`src/hdl/tsd_pkg.sv`:
```
// Shared types and constants for the touch swipe detector.
// Request, result, command and configuration structs, plus codes.
// No dependencies.
package tsd_pkg;

    localparam int COORD_W        = 16;
    localparam int CNT_W          = 10;
    localparam int CFG_IDX_W      = 3;
    localparam int CFG_DATA_W     = 16;
    localparam int QUEUE_DEPTH    = 2;
    localparam int HOLDOFF_MS_DEF = 3000;
    localparam int COORD_BITS_DEF = 16;

    // request mode codes
    localparam logic [2:0] MODE_TICK  = 3'd0;
    localparam logic [2:0] MODE_START = 3'd1;
    localparam logic [2:0] MODE_X     = 3'd2;
    localparam logic [2:0] MODE_Y     = 3'd3;
    localparam logic [2:0] MODE_END   = 3'd4;

    // configuration register indexes
    localparam logic [CFG_IDX_W-1:0] CFG_ENABLED     = 3'd0;
    localparam logic [CFG_IDX_W-1:0] CFG_ORIENTATION = 3'd1;
    localparam logic [CFG_IDX_W-1:0] CFG_X_MAX       = 3'd2;
    localparam logic [CFG_IDX_W-1:0] CFG_Y_MAX       = 3'd3;
    localparam logic [CFG_IDX_W-1:0] CFG_START_RANGE = 3'd4;
    localparam logic [CFG_IDX_W-1:0] CFG_MOVE_LENGTH = 3'd5;
    localparam logic [CFG_IDX_W-1:0] CFG_ARRAY_SIZE  = 3'd6;
    localparam logic [CFG_IDX_W-1:0] CFG_GAP_MS      = 3'd7;

    // display orientation codes
    localparam logic [1:0] ORIENT_LANDSCAPE    = 2'd0;
    localparam logic [1:0] ORIENT_PORTRAIT     = 2'd1;
    localparam logic [1:0] ORIENT_LANDSCAPE180 = 2'd2;
    localparam logic [1:0] ORIENT_PORTRAIT270  = 2'd3;

    localparam logic [CNT_W-1:0] ARRAY_MIN = 10'd30;
    localparam logic [CNT_W-1:0] ARRAY_MAX = 10'd1000;

    typedef enum logic [2:0] {
        OP_NOP,
        OP_TICK,
        OP_START,
        OP_SAMPLE_X,
        OP_SAMPLE_Y,
        OP_END
    } op_t;

    typedef struct packed {
        logic [2:0]         mode;
        logic [COORD_W-1:0] coord;
        logic [COORD_W-1:0] start_y;
        logic               screen_busy;
    } in_t;

    typedef struct packed {
        logic swipe_seen;
        logic open_menu;
    } out_t;

    typedef struct packed {
        op_t                op;
        logic [COORD_W-1:0] coord;
        logic [COORD_W-1:0] start_y;
        logic               busy;
    } cmd_t;

    typedef struct packed {
        logic               enabled;
        logic [1:0]         orientation;
        logic [COORD_W-1:0] x_max;
        logic [COORD_W-1:0] y_max;
        logic [COORD_W-1:0] start_range;
        logic [CNT_W-1:0]   move_length;
        logic [CNT_W-1:0]   array_size;
        logic [COORD_W-1:0] gap_ms;
    } cfg_t;

endpackage

```
`src/hdl/touch_swipe_detector.sv`:
```
// Top level of the touch edge-swipe detector: config registers, front, queue, back.
// Depends on tsd_pkg, tsd_front, tsd_queue, tsd_back.
//
//  channel   ports                          carries
//  s_        s_valid/s_ready/s_data (in_t)  touch request: mode, coord, start_y, busy
//  m_        m_valid/m_ready/m_data (out_t) one result per request: swipe_seen, open_menu
//  cfg_      cfg_wr_en/cfg_index/cfg_wdata  register write, no wait, no read-back
//
// One request per cycle sustained while m_ready is high; a request is stored in the two-entry queue
// and its result is registered as it leaves, so m_valid rises after the queue and the result register.
// Rate is set by the back end, which retires one command per cycle unless m_ stalls.
// aresetn (synchronous) clears registers to their defaults, axis state to zero,
// the gap timer to saturated and the holdoff timer to zero.
// A stall on m_ stops the back end; the queue then fills and drops s_ready.
module touch_swipe_detector import tsd_pkg::*; #(
    parameter int HOLDOFF_MS = HOLDOFF_MS_DEF,
    parameter int COORD_BITS = COORD_BITS_DEF
) (
    input  logic                  aclk,
    input  logic                  aresetn,
    input  logic                  s_valid,
    output logic                  s_ready,
    input  in_t                   s_data,
    output logic                  m_valid,
    input  logic                  m_ready,
    output out_t                  m_data,
    input  logic                  cfg_wr_en,
    input  logic [CFG_IDX_W-1:0]  cfg_index,
    input  logic [CFG_DATA_W-1:0] cfg_wdata
);

    cfg_t cfg_reg, cfg_next;
    cmd_t front_cmd;
    cmd_t q_head;
    logic q_full;
    logic q_nonempty;
    logic q_pop;

    // Configuration registers; the user must write them only while the block is idle, the block does not enforce it.
    always_comb begin
        cfg_next = cfg_reg;
        if (cfg_wr_en) begin
            unique case (cfg_index)
                CFG_ENABLED:     cfg_next.enabled     = cfg_wdata[0];
                CFG_ORIENTATION: cfg_next.orientation = cfg_wdata[1:0];
                CFG_X_MAX:       cfg_next.x_max       = cfg_wdata;
                CFG_Y_MAX:       cfg_next.y_max       = cfg_wdata;
                CFG_START_RANGE: cfg_next.start_range = cfg_wdata;
                CFG_MOVE_LENGTH: cfg_next.move_length = cfg_wdata[CNT_W-1:0];
                CFG_ARRAY_SIZE:  cfg_next.array_size  = cfg_wdata[CNT_W-1:0];
                CFG_GAP_MS:      cfg_next.gap_ms      = cfg_wdata;
                default: begin
                end
            endcase
        end
    end

    always_ff @(posedge aclk) begin
        if (!aresetn) begin
            cfg_reg.enabled     <= 1'b0;
            cfg_reg.orientation <= ORIENT_LANDSCAPE;
            cfg_reg.x_max       <= 16'd1023;
            cfg_reg.y_max       <= 16'd767;
            cfg_reg.start_range <= 16'd34;
            cfg_reg.move_length <= 10'd10;
            cfg_reg.array_size  <= 10'd60;
            cfg_reg.gap_ms      <= 16'd250;
        end else begin
            cfg_reg <= cfg_next;
        end
    end

    // Front: decode, mask coordinates, turn requests other than ticks into no-ops while disabled.
    tsd_front #(
        .COORD_BITS (COORD_BITS)
    ) u_front (
        .in_data (s_data),
        .enabled (cfg_reg.enabled),
        .cmd     (front_cmd)
    );

    // Decoupling queue: s_ready only depends on queue occupancy.
    assign s_ready = !q_full;

    tsd_queue #(
        .DEPTH (QUEUE_DEPTH)
    ) u_queue (
        .aclk      (aclk),
        .aresetn   (aresetn),
        .push      (s_valid),
        .push_data (front_cmd),
        .full      (q_full),
        .pop       (q_pop),
        .nonempty  (q_nonempty),
        .head      (q_head)
    );

    // Back: stateful tracking and the result register.
    tsd_back #(
        .HOLDOFF_MS (HOLDOFF_MS),
        .COORD_BITS (COORD_BITS)
    ) u_back (
        .aclk      (aclk),
        .aresetn   (aresetn),
        .cfg       (cfg_reg),
        .cmd_valid (q_nonempty),
        .cmd       (q_head),
        .cmd_pop   (q_pop),
        .m_valid   (m_valid),
        .m_ready   (m_ready),
        .m_data    (m_data)
    );

endmodule

```
`src/hdl/tsd_front.sv`:
```
// Front end: classifies each request into a back-end command.
// Depends on tsd_pkg.
module tsd_front import tsd_pkg::*; #(
    parameter int COORD_BITS = COORD_BITS_DEF
) (
    input  in_t  in_data,
    input  logic enabled,
    output cmd_t cmd
);

    localparam logic [COORD_W-1:0] COORD_MASK = {COORD_W{1'b1}} >> (COORD_W - COORD_BITS);

    always_comb begin
        cmd.coord   = in_data.coord & COORD_MASK;
        cmd.start_y = in_data.start_y & COORD_MASK;
        cmd.busy    = in_data.screen_busy;
        unique case (in_data.mode)
            MODE_TICK:  cmd.op = OP_TICK;
            MODE_START: cmd.op = enabled ? OP_START : OP_NOP;
            MODE_X:     cmd.op = enabled ? OP_SAMPLE_X : OP_NOP;
            MODE_Y:     cmd.op = enabled ? OP_SAMPLE_Y : OP_NOP;
            MODE_END:   cmd.op = enabled ? OP_END : OP_NOP;
            default:    cmd.op = OP_NOP;   // unused modes
        endcase
    end

endmodule

```
`src/hdl/tsd_queue.sv`:
```
// Short command queue between front and back ends.
// Depends on tsd_pkg.
module tsd_queue import tsd_pkg::*; #(
    parameter int DEPTH = QUEUE_DEPTH
) (
    input  logic aclk,
    input  logic aresetn,
    input  logic push,
    input  cmd_t push_data,
    output logic full,
    input  logic pop,
    output logic nonempty,
    output cmd_t head
);

    localparam int PTR_W = (DEPTH > 1) ? $clog2(DEPTH) : 1;
    localparam int CNT_QW = $clog2(DEPTH + 1);
    localparam logic [PTR_W-1:0] LAST = PTR_W'(DEPTH - 1);
    localparam logic [CNT_QW-1:0] DEPTH_C = CNT_QW'(DEPTH);

    cmd_t              mem [DEPTH];
    logic [PTR_W-1:0]  wr_ptr_reg, wr_ptr_next;
    logic [PTR_W-1:0]  rd_ptr_reg, rd_ptr_next;
    logic [CNT_QW-1:0] count_reg, count_next;
    logic              do_push, do_pop;

    assign full     = (count_reg == DEPTH_C);
    assign nonempty = (count_reg != '0);
    assign head     = mem[rd_ptr_reg];
    assign do_push  = push && !full;
    assign do_pop   = pop && nonempty;

    always_comb begin
        wr_ptr_next = wr_ptr_reg;
        rd_ptr_next = rd_ptr_reg;
        count_next  = count_reg;
        if (do_push) begin
            wr_ptr_next = (wr_ptr_reg == LAST) ? '0 : wr_ptr_reg + 1'b1;
        end
        if (do_pop) begin
            rd_ptr_next = (rd_ptr_reg == LAST) ? '0 : rd_ptr_reg + 1'b1;
        end
        if (do_push && !do_pop) begin
            count_next = count_reg + 1'b1;
        end else if (do_pop && !do_push) begin
            count_next = count_reg - 1'b1;
        end
    end

    always_ff @(posedge aclk) begin
        if (!aresetn) begin
            wr_ptr_reg <= '0;
            rd_ptr_reg <= '0;
            count_reg  <= '0;
        end else begin
            wr_ptr_reg <= wr_ptr_next;
            rd_ptr_reg <= rd_ptr_next;
            count_reg  <= count_next;
        end
    end

    always_ff @(posedge aclk) begin
        if (do_push) begin
            mem[wr_ptr_reg] <= push_data;
        end
    end

endmodule

```
`src/hdl/tsd_back.sv`:
```
// Back end: per-axis tracking, timers, swipe check and result register.
// Depends on tsd_pkg.
module tsd_back import tsd_pkg::*; #(
    parameter int HOLDOFF_MS = HOLDOFF_MS_DEF,
    parameter int COORD_BITS = COORD_BITS_DEF
) (
    input  logic aclk,
    input  logic aresetn,
    input  cfg_t cfg,
    input  logic cmd_valid,
    input  cmd_t cmd,
    output logic cmd_pop,
    output logic m_valid,
    input  logic m_ready,
    output out_t m_data
);

    localparam int OPEN_W = $clog2(HOLDOFF_MS + 1);
    localparam logic [OPEN_W-1:0] HOLDOFF_C = OPEN_W'(HOLDOFF_MS);
    localparam logic [CNT_W-1:0]  CNT_MAX   = {CNT_W{1'b1}};

    logic [COORD_BITS-1:0] first_reg   [2], first_next   [2];
    logic [COORD_BITS-1:0] second_reg  [2], second_next  [2];
    logic [COORD_BITS-1:0] prev_reg    [2], prev_next    [2];
    logic [COORD_BITS-1:0] extreme_reg [2], extreme_next [2];
    logic [CNT_W-1:0]      trend_reg   [2], trend_next   [2];
    logic [CNT_W-1:0]      index_reg   [2], index_next   [2];
    logic [COORD_W-1:0]    ms_report_reg, ms_report_next;
    logic [OPEN_W-1:0]     ms_open_reg, ms_open_next;
    logic                  m_valid_reg, m_valid_next;
    out_t                  m_data_reg, m_data_next;

    logic                  ax;
    logic                  down;
    logic [CNT_W-1:0]      size_m1;
    logic [COORD_BITS-1:0] samp;
    logic [COORD_BITS-1:0] v;
    logic                  new_ext;
    logic                  sw_ax;
    logic [COORD_W:0]      span;
    logic                  swipe;
    out_t                  res;

    assign cmd_pop = cmd_valid && (!m_valid_reg || m_ready);
    assign m_valid = m_valid_reg;
    assign m_data  = m_data_reg;

    // sample path
    always_comb begin
        ax   = (cmd.op == OP_SAMPLE_Y);
        down = (!ax && cfg.orientation == ORIENT_PORTRAIT) ||
               (ax && cfg.orientation == ORIENT_LANDSCAPE180);
        if (cfg.array_size < ARRAY_MIN) begin
            size_m1 = ARRAY_MIN - 1'b1;
        end else if (cfg.array_size > ARRAY_MAX) begin
            size_m1 = ARRAY_MAX - 1'b1;
        end else begin
            size_m1 = cfg.array_size - 1'b1;
        end
        samp = cmd.coord[COORD_BITS-1:0];
        v    = prev_reg[ax];
        if (down) begin
            new_ext = (v < second_reg[ax]) && (v < extreme_reg[ax]);
        end else begin
            new_ext = (v > second_reg[ax]) && (v > extreme_reg[ax]);
        end
    end

    // swipe check at report end
    always_comb begin
        sw_ax = (cfg.orientation == ORIENT_LANDSCAPE) ||
                (cfg.orientation == ORIENT_LANDSCAPE180);
        case (cfg.orientation)
            ORIENT_PORTRAIT:     span = {1'b0, cfg.x_max} - (COORD_W + 1)'(first_reg[sw_ax]);
            ORIENT_LANDSCAPE180: span = {1'b0, cfg.y_max} - (COORD_W + 1)'(first_reg[sw_ax]);
            default:             span = (COORD_W + 1)'(first_reg[sw_ax]);
        endcase
        swipe = (index_reg[sw_ax] >= cfg.move_length) &&
                ($signed(span) <= $signed({1'b0, cfg.start_range})) &&
                (trend_reg[sw_ax] > cfg.move_length);
    end

    always_comb begin
        first_next     = first_reg;
        second_next    = second_reg;
        prev_next      = prev_reg;
        extreme_next   = extreme_reg;
        trend_next     = trend_reg;
        index_next     = index_reg;
        ms_report_next = ms_report_reg;
        ms_open_next   = ms_open_reg;
        res            = '0;
        if (cmd_pop) begin
            unique case (cmd.op)
                OP_TICK: begin
                    if (ms_report_reg != {COORD_W{1'b1}}) begin
                        ms_report_next = ms_report_reg + 1'b1;
                    end
                    if (ms_open_reg != {OPEN_W{1'b1}}) begin
                        ms_open_next = ms_open_reg + 1'b1;
                    end
                end
                OP_START: begin
                    if (ms_report_reg > cfg.gap_ms) begin
                        index_next[0] = '0;
                        index_next[1] = '0;
                        prev_next[0]  = cmd.coord[COORD_BITS-1:0];
                        prev_next[1]  = cmd.start_y[COORD_BITS-1:0];
                    end
                end
                OP_SAMPLE_X, OP_SAMPLE_Y: begin
                    if (index_reg[ax] < size_m1) begin
                        if (index_reg[ax] >= 10'd2 && new_ext) begin
                            extreme_next[ax] = v;
                            if (trend_reg[ax] != CNT_MAX) begin
                                trend_next[ax] = trend_reg[ax] + 1'b1;
                            end
                        end
                        second_next[ax] = prev_reg[ax];
                        prev_next[ax]   = samp;
                        index_next[ax]  = index_reg[ax] + 1'b1;
                        // first sample of a gesture seeds the trend tracking
                        if (index_reg[ax] == '0) begin
                            first_next[ax]   = samp;
                            extreme_next[ax] = samp;
                            trend_next[ax]   = '0;
                        end
                    end
                end
                OP_END: begin
                    ms_report_next = '0;
                    if (swipe) begin
                        res.swipe_seen = 1'b1;
                        index_next[0]  = '0;
                        index_next[1]  = '0;
                        if (!cmd.busy && ms_open_reg >= HOLDOFF_C) begin
                            res.open_menu = 1'b1;
                            ms_open_next  = '0;
                        end
                    end
                end
                default: begin
                end
            endcase
        end
    end

    always_comb begin
        m_valid_next = m_valid_reg;
        m_data_next  = m_data_reg;
        if (cmd_pop) begin
            m_valid_next = 1'b1;
            m_data_next  = res;
        end else if (m_ready) begin
            m_valid_next = 1'b0;
        end
    end

    always_ff @(posedge aclk) begin
        if (!aresetn) begin
            for (int i = 0; i < 2; i++) begin
                first_reg[i]   <= '0;
                second_reg[i]  <= '0;
                prev_reg[i]    <= '0;
                extreme_reg[i] <= '0;
                trend_reg[i]   <= '0;
                index_reg[i]   <= '0;
            end
            ms_report_reg <= {COORD_W{1'b1}};
            ms_open_reg   <= '0;
            m_valid_reg   <= 1'b0;
        end else begin
            first_reg     <= first_next;
            second_reg    <= second_next;
            prev_reg      <= prev_next;
            extreme_reg   <= extreme_next;
            trend_reg     <= trend_next;
            index_reg     <= index_next;
            ms_report_reg <= ms_report_next;
            ms_open_reg   <= ms_open_next;
            m_valid_reg   <= m_valid_next;
        end
    end

    always_ff @(posedge aclk) begin
        m_data_reg <= m_data_next;
    end

    a_index_bound: assert property (@(posedge aclk) disable iff (!aresetn)
        (index_reg[0] < ARRAY_MAX) && (index_reg[1] < ARRAY_MAX))
        else $error("axis index ran past the largest buffer");

    a_open_needs_swipe: assert property (@(posedge aclk) disable iff (!aresetn)
        m_valid_reg && m_data_reg.open_menu |-> m_data_reg.swipe_seen)
        else $error("menu opened without a swipe");

    a_open_clears_timer: assert property (@(posedge aclk) disable iff (!aresetn)
        cmd_pop && res.open_menu |=> (ms_open_reg == '0) && m_data_reg.open_menu)
        else $error("open did not restart holdoff timer");

    a_end_clears_gap: assert property (@(posedge aclk) disable iff (!aresetn)
        cmd_pop && cmd.op == OP_END |=> ms_report_reg == '0)
        else $error("report end did not clear gap timer");

    a_swipe_clears_index: assert property (@(posedge aclk) disable iff (!aresetn)
        cmd_pop && res.swipe_seen |=> (index_reg[0] == '0) && (index_reg[1] == '0))
        else $error("swipe left sample counts set");

endmodule
```
`config.mk`:
```
export PLATFORM = sky130hd
export DESIGN_NAME = touch_swipe_detector
export DESIGN_NICKNAME = d
export VERILOG_FILES = /design/src/hdl/tsd_pkg.sv /design/src/hdl/touch_swipe_detector.sv /design/src/hdl/tsd_front.sv /design/src/hdl/tsd_queue.sv /design/src/hdl/tsd_back.sv
export SDC_FILE = /design/constraint.sdc
export NUM_CORES = 1
export LEC_CHECK = 0
export ABC_AREA = 0
export ABC_CLOCK_PERIOD_IN_PS = 11600
export BUFFER_PORTS_ARGS = -buffer_cell sky130_fd_sc_hd__buf_2
export CORE_MARGIN = 1.5
export CORE_UTILIZATION = 24
export CTS_CLUSTER_SIZE = 40
export DETAILED_ROUTE_END_ITERATION = 8
export GPL_ROUTABILITY_DRIVEN = 0
export PLACE_DENSITY = 0.46
export SLEW_MARGIN = 0
export SYNTH_ARGS = -nofsm -noshare
export SYNTH_HDL_FRONTEND = slang
export SYNTH_HIERARCHICAL = 1
export SYNTH_SLANG_ARGS = --single-unit
```
`constraint.sdc`:
```
create_clock -name aclk -period 11.6 [get_ports aclk]
set_clock_uncertainty 0.05 [all_clocks]
set_input_delay 0.58 -clock aclk [delete_from_list [all_inputs] [get_ports aclk]]
set_output_delay 0.58 -clock aclk [all_outputs]
set_load 0.01 [all_outputs]
```
==> metrics, run 1 <==
IO Count 64; post-CTS sizing 0; period utilization 58.1%; largest net degree at the start of global routing 86; footprint of the multi-input gates 0.0107 mm2; DR vias 15300; Max Slew Vio Count 0; Hold Path Class input port to register; PortBufs 63; CTS H-tree lvls 2; Post-Syn Instances 2086; Post-CTS Setup Inserts 0; initial antenna violation count 2; synthesized area 0.0198 mm2; RSZ-0062 raised after global routing no; drt pass-1 iters 5; Power Dens Cells 190 mW/mm2; Gate power share 32.5%; setup TNS 0 ns; Post-synth EDFFs 74; critical path arrival 7.09 ns; total clock sinks 363; fmax 0.148 GHz; initial core utilization 24.2%; async set-reset flop share out of synthesis 0%; Worst Path Buf+Inv 2; hpwl dp 39400 um; Worst slew margin 20.9%; status complete, no violations; final-report hold violation count 0; most common flop cell mapped by yosys dfxtp_1; sw frac 36.6%; Slowest cell on crit path o31ai_2; first-pass GRT wire length 90100 um; cell chosen for the clock root clkbuf_16; DIE AREA 0.0841 mm2; syn_nets 2268; die height 290 um; Sequential Area 0.00801 mm2; vias in the first global route 15300; switching power 0.00154 W; Area growth syn-to-layout 12.1%; Core ar. 0.0818 mm2; crit path launch type register; min cycle time layout 6.74 ns; CTS tree built; ratio of cells with drive above 1 in the final layout 13.2%; # diodes 0; NumNets Final 2246; Avg Inst Size Synth 9.48 um2; via-per-instance ratio 4.84; post-DR wirelength/cell 18.2 um; slowest stage delay, CP 0.75 ns; most frequent cells in the layout 288 x dfxtp_1, 269 x nand2_1, 177 x mux2i_1, 130 x nor2_1, 121 x ha_1; MaxCap Viol Count 0; CTS buffer count 43; Tot GR Track Use 13.5%; CTS clock-pin slew for the worst setup and hold paths 0.06 ns; YS warnings 6; clock group share of total power 31.0%; grt ovf 0; synthesized flop and latch total 363; Hold Slack 0.158 ns; Leak Pwr 8.62 nW; register area share after synthesis 40.5%; final routed DRC violation total 0; final WL 57500 um; critical path type register to register; Die X 290 um; Critical Path End Type register; sequential share of power 36.4%; Cell variety after synth 81; hold_buf cts 0; ANT nets after route 0; CP required 11.94 ns; worst-margin pin slew 1.19 ns; Int Pwr 0.00267 W; row count 105; Worst-Skew Late Latency 0.56 ns; Final Setup Violations 0; worst path cell trace inv_1 -> ha_1 -> nor2_4 -> buf_4 -> mux2i_1 -> ha_1 -> a21o_1 -> a31o_2 -> or3_1 -> o21ai_1 -> o21bai_1 -> a21oi_1 -> xor2_1 -> mux2i_1 -> ha_1 -> a22oi_1 -> o211ai_1 -> o211ai_1 -> o21ai_0 -> o31ai_2 -> a21oi_1; worst vdd ir 0.115 mV; Clock Path Buffers 3; CP top delay family compound AO/OA/AOI/OAI gates; Detailed Route Iter0 Violations 1108; total chip power 0.00422 W; leading cell type in the layout, fill and taps excluded dfxtp_1; Most common cell on crit path ha_1; worst setup margin 4.86 ns; Fill cells 8660; Setup WS pre-CTS 4.81 ns; CP max FO 36
synth_stat cells (32+ instances only):
library cell	number	area, um2
mux2i_1	177	1770
nand2_1	269	1010
mux2_2	71	800
buf_4	41	308
buf_2	32	160
a22oi_1	49	368
o21ai_0	67	335
nor2_1	134	503
nand3_1	48	240
edfxtp_1	74	2220
a211oi_1	33	248
a21oi_1	103	515
ha_1	121	1510
dfxtp_1	289	5790
nor2b_1	54	338
clkbuf_1	63	236
inv_1	80	300
metrics by stage:
step	instances	cell area (um2)	util, %
floorplan	2086	19800	-
global placement	3089	20800	25.4
detailed placement	3089	20800	25.4
CTS	3167	22200	27.1
global route	3167	22200	27.1
finish	3167	22200	27.1
metal layers:
| metal | wire length, um | up-vias | part of all wire, % | GRT usage, % |
|---|---|---|---|---|
| met2 | 25700 | 348 | 45 | 21.4 |
| met5 | 0 | - | 0 | 0 |
| met3 | 2710 | 56 | 4.7 | 1.97 |
| met4 | 962 | 0 | 1.7 | 3.22 |
| met1 | 28200 | 7445 | 49 | 19.1 |
| li1 | - | 7489 | - | - |
path summary, 6_finish.rpt:
| check | cells past startpoint | start | slack, ns | to |
|---|---|---|---|---|
| worst min register to register | 2 | u_back/second_reg[22]$_SDFFE_PN0P_ | 0.40 | u_back/second_reg[22]$_SDFFE_PN0P_ |
| worst min-delay path | 1 | s_data[26] | 0.16 | u_queue/mem[0][26]$_DFFE_PP_ |
| worst max register to register | 21 | cfg_reg[84]$_SDFFE_PN0P_ | 4.86 | u_back/ms_open_reg[9]$_SDFFE_PN0P_ |
| worst max-delay path | 21 | cfg_reg[84]$_SDFFE_PN0P_ | 4.86 | u_back/ms_open_reg[9]$_SDFFE_PN0P_ |
cell type report:
class,instances,area share (%)
Clock buffer,63,5.55
Clock inverter,15,0.508
Inverter,82,1.40
Multi-Input combinational cell,1495,48.4
Sequential cell,363,36.1
Tap cell,1070,6.04
Timing Repair Buffer,79,1.97
cell families (layout without fill, tap and decap cells):
family	count (synthesis)	after routing	synth area share (%)
XOR/XNOR	36	36	1.59
flip-flops	363	363	40.5
buffers and inverters	228	239	5.57
adder cells (fa/ha/maj)	122	122	7.76
AND/OR/NAND/NOR	652	652	15.8
AO/OA/AOI/OAI	437	437	15.8
multiplexers	248	248	13.0
power groups by stage:
| stage | clock network [W] | logic [W] | registers (W) |
|---|---|---|---|
| final | 0.00131 | 0.00137 | 0.00154 |
| after global routing | 0.00140 | 0.00151 | 0.00156 |
| after CTS | 0.00135 | 0.00138 | 0.00154 |
| after detailed placement | 0 | 0.00137 | 0.00156 |
| after global placement | 0 | 0.00135 | 0.00156 |
| after floorplan | 0 | 0.000981 | 0.00153 |
No activity file was read; power rests on OpenSTA's default activity.
==> run 2: changes to the inputs <==
--- a/config.mk
+++ b/config.mk
@@ -5,15 +5,15 @@
 export SDC_FILE = /design/constraint.sdc
 export NUM_CORES = 1
 export LEC_CHECK = 0
-export ABC_AREA = 0
-export ABC_CLOCK_PERIOD_IN_PS = 11600
+export ABC_AREA = 1
+export ABC_CLOCK_PERIOD_IN_PS = 5750
 export BUFFER_PORTS_ARGS = -buffer_cell sky130_fd_sc_hd__buf_2
 export CORE_MARGIN = 1.5
 export CORE_UTILIZATION = 24
 export CTS_CLUSTER_SIZE = 40
 export DETAILED_ROUTE_END_ITERATION = 8
 export GPL_ROUTABILITY_DRIVEN = 0
-export PLACE_DENSITY = 0.46
+export PLACE_DENSITY = 0.47
 export SLEW_MARGIN = 0
 export SYNTH_ARGS = -nofsm -noshare
 export SYNTH_HDL_FRONTEND = slang
==> constraint.sdc (replaced) <==
create_clock -name aclk -period 5.75 [get_ports aclk]
set_clock_uncertainty 0.05 [all_clocks]
set_input_delay 0.2875 -clock aclk [delete_from_list [all_inputs] [get_ports aclk]]
set_output_delay 0.2875 -clock aclk [all_outputs]
set_load 0.01 [all_outputs]
==> metrics, run 2 <==
most instantiated cells after synthesis 734 x nand2_1, 380 x nor2_1, 297 x inv_1, 289 x dfxtp_1, 277 x nand3_1; sw frac 45.0%; largest net degree at the start of global routing 151; async set-reset flop share out of synthesis 0%; Gate power share 47.2%; critical path type register to register; Setup WS pre-CTS 0.381 ns; drt pass-1 iters 5; register area share after synthesis 37.7%; Synth area leader dfxtp_1; R2R depth 31; NumNets Final 3164; Leak Pwr 10.7 nW; CTS tree built; setup TNS 0 ns; Tot GR Track Use 13.7%; CP max FO 18; Hold Path Origin s_data[34]; worst-margin pin slew 0.902 ns; CTS buffer count 44; Post-Layout Inst Area 0.0244 mm2; CTS clock-pin slew for the worst setup and hold paths 0.06 ns; ANT nets after route 0; initial core utilization 24.4%; Post-CTS Setup Inserts 0; final WL 62600 um; Clock Path Buffers 3; Core ar. 0.0873 mm2; initial antenna violation count 0; worst vdd ir 0.362 mV; YS warnings 6; Core Util, Final 27.9%; via-per-instance ratio 4.40; Post-Syn Instances 2967; reg2reg start cfg_reg[84]$_SDFFE_PN0P_; hold endpoint u_queue/mem[1][35]$_DFFE_PP_; clock group share of total power 24.6%; Avg Inst Size Synth 7.17 um2; leading cell type in the layout, fill and taps excluded nand2_1; IO Count 64; total chip power 0.0119 W; setup slack, reg-to-reg 0.56 ns; # diodes 0; post-DR wirelength/cell 15.0 um; final-report hold violation count 0; cell chosen for the clock root clkbuf_16; Area growth syn-to-layout 14.6%; worst setup margin 0.556 ns; switching power 0.00534 W; ratio of cells with drive above 1 in the final layout 9.09%; fmax 0.193 GHz; row count 108; Max Slew Vio Count 0; most common flop cell mapped by yosys dfxtp_1; Worst-Skew Late Latency 0.60 ns; PortBufs 63; hpwl dp 43100 um; DP Area 0.0224 mm2; Synth top area share 27.2%; r2r endpoint u_back/index_reg[8]$_SDFFE_PN0P_; synthesized area 0.0213 mm2; Worst slew margin 39.5%; Post-synth EDFFs 74; most frequent cells in the layout 732 x nand2_1, 377 x nor2_1, 297 x inv_1, 288 x dfxtp_1, 276 x nand3_1; MaxCap Viol Count 0; Critical path origin cfg_reg[84]$_SDFFE_PN0P_; crit path launch type register; Final Setup Violations 0; DR vias 18300; Hold Path Depth 3; footprint of the multi-input gates 0.0112 mm2; sequential share of power 28.1%; Slowest cell on crit path mux2_2; Fill cells 9710; CTS H-tree lvls 2; syn_nets 3149; total clock sinks 363; period utilization 90.3%; final routed DRC violation total 0; CP required 6.17 ns; Most common cell on crit path nand2_1; slowest stage delay, CP 0.39 ns; Die X 301 um; vias in the first global route 17500; Power Dens Cells 487 mW/mm2; critical path arrival 5.62 ns; Sequential Area 0.00801 mm2; Detailed Route Iter0 Violations 1135; die height 301 um; Hold Path Class input port to register; Int Pwr 0.00654 W; main area contributors after synthesis dfxtp_1 27%, nand2_1 13%, edfxtp_1 10%, ha_1 7.1%, nor2_1 6.7%; min cycle time layout 5.19 ns; synthesized flop and latch total 363; Cell variety after synth 59; DIE AREA 0.0904 mm2; Critical Path End Type register; first-pass GRT wire length 99200 um; status complete, no violations; most numerous cell in the Yosys netlist nand2_1; grt ovf 0
-- run 2: routing by layer --
metal	global-route usage, %	share of wire, %
met3	1.67	3.0
met5	0	0
met4	3.94	2.5
met1	18.4	48
met2	23.1	46
-- run 2: worst max-delay path by stage --
stage,to,slack (ns)
after floorplan,u_back/ms_open_reg[10]$_SDFFE_PN0P_,0.69
after global placement,u_back/index_reg[1]$_SDFFE_PN0P_,0.50
after detailed placement,u_back/index_reg[1]$_SDFFE_PN0P_,0.38
after CTS,u_back/index_reg[1]$_SDFFE_PN0P_,0.36
after global routing,u_back/index_reg[9]$_SDFFE_PN0P_,-0.007
final,u_back/index_reg[8]$_SDFFE_PN0P_,0.56
-- run 2: cell type report --
type | count | area share, %
Multi-Input combinational cell | 2123 | 45.9
Sequential cell | 363 | 32.9
Tap cell | 1155 | 5.93
Clock buffer | 62 | 5.21
Inverter | 309 | 4.77
Timing Repair Buffer | 141 | 4.31
Clock inverter | 17 | 1.02
-- run 2: power by group through the flow --
| stage | logic [W] | clock network [W] | registers (W) |
|---|---|---|---|
| 2_1_floorplan | 0.00409 | 0 | 0.00332 |
| 3_3_place_gp | 0.00560 | 0 | 0.00340 |
| 3_5_place_dp | 0.00558 | 0 | 0.00339 |
| 4_1_cts | 0.00563 | 0.00301 | 0.00334 |
| 5_1_grt | 0.00634 | 0.00311 | 0.00340 |
| 6_report | 0.00561 | 0.00293 | 0.00334 |
-- run 2: metrics by stage --
| stage | hold slack, ns | cells |
|---|---|---|
| 4_1_cts | 0.00461 | 4170 |
| 5_1_grt | 0.0194 | 4170 |
| 3_3_place_gp | 0.395 | 4049 |
| 6_report | 0.0412 | 4170 |
| 3_5_place_dp | 0.394 | 4049 |
| 2_1_floorplan | 0.351 | 2967 |
-- run 2: worst max-delay path, delay by kind of cell, from the launching register on --
kind	cells	cell delay, ns
XOR/XNOR	1	0.16
multiplexers	1	0.39
buffers and inverters	3	0.42
AO/OA/AOI/OAI	6	1.04
adder cells (fa/ha/maj)	4	1.11
flip-flops	1	0.36
AND/OR/NAND/NOR	16	1.55
-- run 2: cell families (layout without fill, tap and decap cells) --
family	after synthesis	after routing	share of synthesized area, %
muxes	69	69	4.00
DFF	363	363	37.7
buffers and inverters	481	529	9.96
and+or+nand+nor	1497	1497	29.7
adders and majority gates	122	122	7.21
xor gates and xnor gates	38	38	1.57
AOI/OAI and AO/OA	397	397	9.94
-- run 2: timing repair --
| item | CTS | global route |
|---|---|---|
| hold buffers | 42 | 0 |
| resized for setup | 0 | 3 |
| endpoints found under the setup margin | 0 | 32 |
| endpoints found under the hold margin | 83 | 0 |
